$ cat src/sv/pcgmp_pkg.sv
`default_nettype none
// ============================================================================
// pcgmp_pkg
// Shared types, constants and helpers for the point cloud grid max projector.
// ============================================================================

package pcgmp_pkg;

    // Default geometry
    localparam int NUM_CHANNELS_DEF = 20;
    localparam int GRID_WIDTH_DEF   = 128;
    localparam int GRID_HEIGHT_DEF  = 128;

    // Field widths fixed by the item format
    localparam int FIX_W     = 32;
    localparam int CHAN_W    = 5;
    localparam int SCORE_W   = 8;
    localparam int FCOORD_W  = 7;
    localparam int PCT_W     = 7;
    localparam int STATUS_W  = 3;

    // Projection arithmetic widths
    localparam int PROD_W    = 2 * FIX_W;
    localparam int SUM_W     = PROD_W + 2;
    localparam int COORD_W   = SUM_W - FIX_W;

    // Configuration register file
    localparam int NUM_REGS   = 8;
    localparam int CFG_IDX_W  = 3;
    localparam logic [CFG_IDX_W-1:0] REG_ROW_X_COEF_X = 3'd0;
    localparam logic [CFG_IDX_W-1:0] REG_ROW_X_COEF_Y = 3'd1;
    localparam logic [CFG_IDX_W-1:0] REG_ROW_X_COEF_Z = 3'd2;
    localparam logic [CFG_IDX_W-1:0] REG_ROW_X_OFFSET = 3'd3;
    localparam logic [CFG_IDX_W-1:0] REG_ROW_Y_COEF_X = 3'd4;
    localparam logic [CFG_IDX_W-1:0] REG_ROW_Y_COEF_Y = 3'd5;
    localparam logic [CFG_IDX_W-1:0] REG_ROW_Y_COEF_Z = 3'd6;
    localparam logic [CFG_IDX_W-1:0] REG_ROW_Y_OFFSET = 3'd7;

    // Command queue between front and back
    localparam int QUEUE_DEPTH = 8;

    // v * 100 / 255 == (v * 3289700) >> 23 for every 8-bit v
    localparam int PCT_PROD_W = 30;
    localparam int PCT_SHIFT  = 23;
    localparam logic [PCT_PROD_W-1:0] PCT_SCALE = 30'd3289700;

    typedef enum logic
    {
        OP_INSERT = 1'b0,
        OP_READ   = 1'b1
    } op_t;

    typedef enum logic [STATUS_W-1:0]
    {
        ST_READ_DONE   = 3'd0,
        ST_RAISED      = 3'd1,
        ST_KEPT        = 3'd2,
        ST_OUTSIDE     = 3'd3,
        ST_BAD_CHANNEL = 3'd4
    } status_t;

    typedef enum logic [1:0]
    {
        CMD_READ,
        CMD_INSERT,
        CMD_OUTSIDE,
        CMD_BAD_CHANNEL
    } cmd_kind_t;

    typedef enum logic [1:0]
    {
        BK_CLEAR,
        BK_IDLE,
        BK_RESP
    } bk_state_t;

    // One classified command; the store address travels beside it
    typedef struct packed
    {
        cmd_kind_t           kind;
        logic [FCOORD_W-1:0] col;
        logic [FCOORD_W-1:0] row;
        logic [SCORE_W-1:0]  score;
    } cmd_t;

    // Item attributes carried along the projection pipeline
    typedef struct packed
    {
        op_t                 op;
        logic                ch_bad;
        logic [CHAN_W-1:0]   channel;
        logic [SCORE_W-1:0]  score;
        logic [FCOORD_W-1:0] read_col;
        logic [FCOORD_W-1:0] read_row;
    } item_info_t;

    // Back to front status
    typedef struct packed
    {
        logic clearing;
        logic pop;
    } back_status_t;

    function automatic logic [PCT_W-1:0] percent_of(input logic [SCORE_W-1:0] v);
        logic [PCT_PROD_W-1:0] prod;
        prod = PCT_PROD_W'(v) * PCT_SCALE;
        return prod[PCT_SHIFT +: PCT_W];
    endfunction

endpackage

`default_nettype wire

$ cat src/sv/pcgmp_fifo.sv
`default_nettype none
// ============================================================================
// pcgmp_fifo
// Short command queue between the projection front and the store back.
// ============================================================================

module pcgmp_fifo #(
    parameter int WIDTH = 8,
    parameter int DEPTH = pcgmp_pkg::QUEUE_DEPTH
) (
    input  wire logic             clk,
    input  wire logic             rst_n,
    input  wire logic             push,
    input  wire logic [WIDTH-1:0] push_data,
    input  wire logic             pop,
    output logic      [WIDTH-1:0] head,
    output logic                  empty,
    output logic                  full
);

    localparam int PTR_W = (DEPTH > 1) ? $clog2(DEPTH) : 1;
    localparam int CNT_W = $clog2(DEPTH + 1);

    logic [WIDTH-1:0] data_reg [DEPTH];
    logic [PTR_W-1:0] wr_ptr_reg, wr_ptr_next;
    logic [PTR_W-1:0] rd_ptr_reg, rd_ptr_next;
    logic [CNT_W-1:0] count_reg, count_next;

    always_comb
    begin
        wr_ptr_next = wr_ptr_reg;
        rd_ptr_next = rd_ptr_reg;
        count_next  = count_reg;
        if (push)
        begin
            wr_ptr_next = (wr_ptr_reg == PTR_W'(DEPTH - 1)) ? '0 : wr_ptr_reg + 1'b1;
        end
        if (pop)
        begin
            rd_ptr_next = (rd_ptr_reg == PTR_W'(DEPTH - 1)) ? '0 : rd_ptr_reg + 1'b1;
        end
        if (push && !pop)
        begin
            count_next = count_reg + 1'b1;
        end
        else if (pop && !push)
        begin
            count_next = count_reg - 1'b1;
        end
    end

    always_ff @(posedge clk or negedge rst_n)
    begin
        if (!rst_n)
        begin
            wr_ptr_reg <= '0;
            rd_ptr_reg <= '0;
            count_reg  <= '0;
        end
        else
        begin
            wr_ptr_reg <= wr_ptr_next;
            rd_ptr_reg <= rd_ptr_next;
            count_reg  <= count_next;
        end
    end

    always_ff @(posedge clk)
    begin
        if (push)
        begin
            data_reg[wr_ptr_reg] <= push_data;
        end
    end

    assign head  = data_reg[rd_ptr_reg];
    assign empty = (count_reg == '0);
    assign full  = (count_reg == CNT_W'(DEPTH));

endmodule

`default_nettype wire

$ cat config.mk
export PLATFORM = sky130hd
export DESIGN_NAME = pcgmp_fifo
export DESIGN_NICKNAME = d
export VERILOG_FILES = /design/src/sv/pcgmp_pkg.sv /design/src/sv/pcgmp_fifo.sv
export SDC_FILE = /design/constraint.sdc
export NUM_CORES = 1
export LEC_CHECK = 0
export BUFFER_PORTS_ARGS = -buffer_cell sky130_fd_sc_hd__buf_2
export CORE_ASPECT_RATIO = 0.5
export CORE_MARGIN = 3
export CORE_UTILIZATION = 45
export DETAILED_ROUTE_END_ITERATION = 16
export PLACE_DENSITY = 0.65
export SYNTH_ARGS = -nofsm -noshare
export SYNTH_HDL_FRONTEND = slang
export SYNTH_SLANG_ARGS = --single-unit
$ cat constraint.sdc
create_clock -name clk -period 1.65 [get_ports clk]
set_input_delay 0.165 -clock clk [delete_from_list [all_inputs] [get_ports clk]]
set_output_delay 0.165 -clock clk [all_outputs]
set_load 0.01 [all_outputs]
==> summary.txt <==
Place
  • RePlAce Congestion: 0.6953
  • Input/output buffers: 21
  • Hpwl dp: 3342 um

Route
  • Post-route ant nets: 0
  • DR vias/cell: 5.449
  • WL per Instance: 19.00 um
  • Met3 wire length: 286 um
  • Remaining DRCs: 0
  • Routed met2 length: 2700 um
  • WL met1: 2528 um
  • Via count: 1613
  • DR pass1 iterations: 4
  • Top Metal Used: met4
  • Starting DRT DRC Count: 165
  • Final WL: 5625 um

Cells and area
  • Sequential cell area: 2173 sq um
  • Share of layout cells above drive strength 1: 39.90%
  • Layout area overhead: 22.50%
  • Layout Utilization: 60.00%
  • Final nets: 224
  • Filler cells: 483
  • Area of the multi-input gates: 863.3 sq um
  • Most common cell after layout, fill and taps aside: edfxtp_1
  • Max reg flops: 64
  • Most frequent cells in the layout: 64 x edfxtp_1, 16 x mux4_2, 14 x buf_4
  • Ant diodes: 0

Min path
  • Hold Path Class: in2reg
  • Hold Path Stages: 1

Logic synthesis
  • Primary FF master, synth: edfxtp_1
  • Yosys cell types: 29
  • Mean Syn Cell Area: 19.66 sq um
  • Synth area leader: edfxtp_1
  • Post-synthesis cell count: 159
  • Share of the synthesized area in the top cell type: 61.49%
  • Post-synth EDFFs: 64
  • Synth Net Count: 179
  • Seq cells post-synth: 74
  • Area contributors post-synth: edfxtp_1 61%, dfrtp_1 8.0%, mux4_1 6.7%, mux4_2 5.8%, mux2_4 3.8%
  • Register area share after synthesis: 69.50%
  • Yosys warnings: 0
  • Synth Cell Area: 3125 sq um
  • Post-synth ARST share: 13.51%

Timing
  • Final setup vio count: 8
  • Max transition margin: 76.49%
  • Actual slew at the worst max-slew pin: 352.7 ps
  • RSZ-0062 raised after global routing: true
  • Max Fclk: 490.5 MHz
  • Clock period minus worst slack: 2039 ps
  • Fin. max-slew vios: 0
  • Final Hold Viols: 0
  • Worst hold slack: 99.41 ps
  • Tcrit/Tclk final: 123.6%
  • Worst Slack Setup Final: -388.9 ps
  • Worst-case clock skew: 4.020 ps

Global route
  • Initial antenna violation count: 0
  • Total Routing Usage GR: 16.56%
  • Largest net degree at the start of global routing: 17
  • GRT overflow: 0
  • First-pass GRT wire length: 9273 um
  • Vias in the first global route: 1645

Run status
  • Failing checks: setup timing
  • Status: finished, violations left

CTS
  • Clk sink count: 74
  • CTS tree: done
  • Clock transition at the registers of the reported paths: 60 ps
  • Cts bufs inserted: 9
  • Worst-Skew Late Latency: 330 ps
  • Post-CTS Setup Inserts: 0
  • CTS H-tree depth: 3
  • CTS root buf: clkbuf_16
  • CTS Buffer Depth: 2

Setup path
  • CP arrival: 1870 ps
  • Levels on crit path: 4
  • CP Cell Sequence: buf_12, mux4_2, mux2_4, buf_6
  • Max FO, Critical Path: 8
  • R2r worst-path depth: 4
  • CP Data Required Time: 1480 ps
  • CP endpoint kind: output pin
  • Crit-path max cell delay: 510 ps
  • Crit path launch type: flop
  • Slowest cell on crit path: mux4_2
  • Critical path class: reg2out
  • CP top delay family: multiplexers
  • WP buf/inv: 2

Job
  • Maxcap violations: 0

Floorplan
  • Die width: 123.9 um
  • Initial core utilization: 48.98%
  • Die area: 8042 sq um
  • I/O pin count: 22
  • Core ar.: 6381 sq um
  • Die Y: 64.93 um
  • Row count: 20

Power
  • Power density over the cells: 1878 nW/um^2
  • Peak supply drop: 0.8773 mV
  • Overall Power: 7189 uW
  • P_leak: 0.001388 uW
## final timing paths
kind,startpoint,to,slack [ps]
worst max-delay path,rd_ptr_reg[0],head[6],-390
worst min-delay path,push_data[7],data_reg[4][7],100
worst max register to register,count_reg[2],count_reg[3],110
worst min register to register,count_reg[2],count_reg[2],550
max in group asynchronous,rst_n,rd_ptr_reg[0],1210
min in group asynchronous,rst_n,count_reg[0],220
## Yosys cell counts (all sizes together), types with 3 or more instances
library cell and n:
edfxtp 64, inv 4, mux2 13, ha 7, nor3 3, o21ai 3, dfrtp 10, nand2 5
mux4 16, clkbuf 3, nand3b 3, nor2 8, buf 3
## metrics by stage
step / setup slack [ps] / area [sq um] / cells / setup TNS, ps
detailed placement: -84.39 / 3461 / 279 / -569.3
global route: -447.8 / 3829 / 296 / -3472
finish: -388.9 / 3829 / 296 / -2976
global placement: -44.86 / 3461 / 279 / -335.1
floorplan: 22.01 / 3128 / 159 / 0
CTS: -410.8 / 3829 / 296 / -3197
## report_power, final
part / leakage, uW / total (uW) / internal (uW) / switching, uW
sequential: 0.000700 / 2670 / 2400 / 266
clock: 0.000146 / 2010 / 1310 / 699
combinational: 0.000542 / 2510 / 1510 / 1000
total: 0.00139 / 7190 / 5220 / 1970
## layer usage
| layer | vias up | global-route usage (%) |
|---|---|---|
| li1 | 735 | - |
| met3 | 9 | 5.231 |
| met4 | 0 | 7.034 |
| met5 | - | 0 |
| met2 | 41 | 25.76 |
| met1 | 828 | 21.60 |
## area by class of cell
cell class | instances | area share (%)
Tap cell | 88 | 2.876
Inverter | 4 | 0.3922
Clock buffer | 10 | 5.980
Sequential cell | 74 | 56.76
Multi-Input combinational cell | 75 | 22.55
Clock inverter | 5 | 2.092
Timing Repair Buffer | 40 | 9.346
## kinds of logic (layout without fill, tap and decap cells)
kind of cell | Yosys count | in the layout | synth area share [%]
adders and majority gates | 8 | 8 | 3.443
DFF | 74 | 74 | 69.50
and+or+nand+nor | 27 | 27 | 4.404
muxes | 30 | 30 | 18.45
buffers and inverters | 10 | 59 | 2.001
xor gates and xnor gates | 2 | 2 | 0.5606
AOI/OAI and AO/OA | 8 | 8 | 1.641
## timing repair
item,4_1_cts,5_1_grt
gates resized for setup,18,0
cloned,1,0
endpoints found under the hold margin,10,0
endpoints found under the setup margin,8,8
hold buffers,1,0
Note: power is estimated with default switching activity, not from simulation.
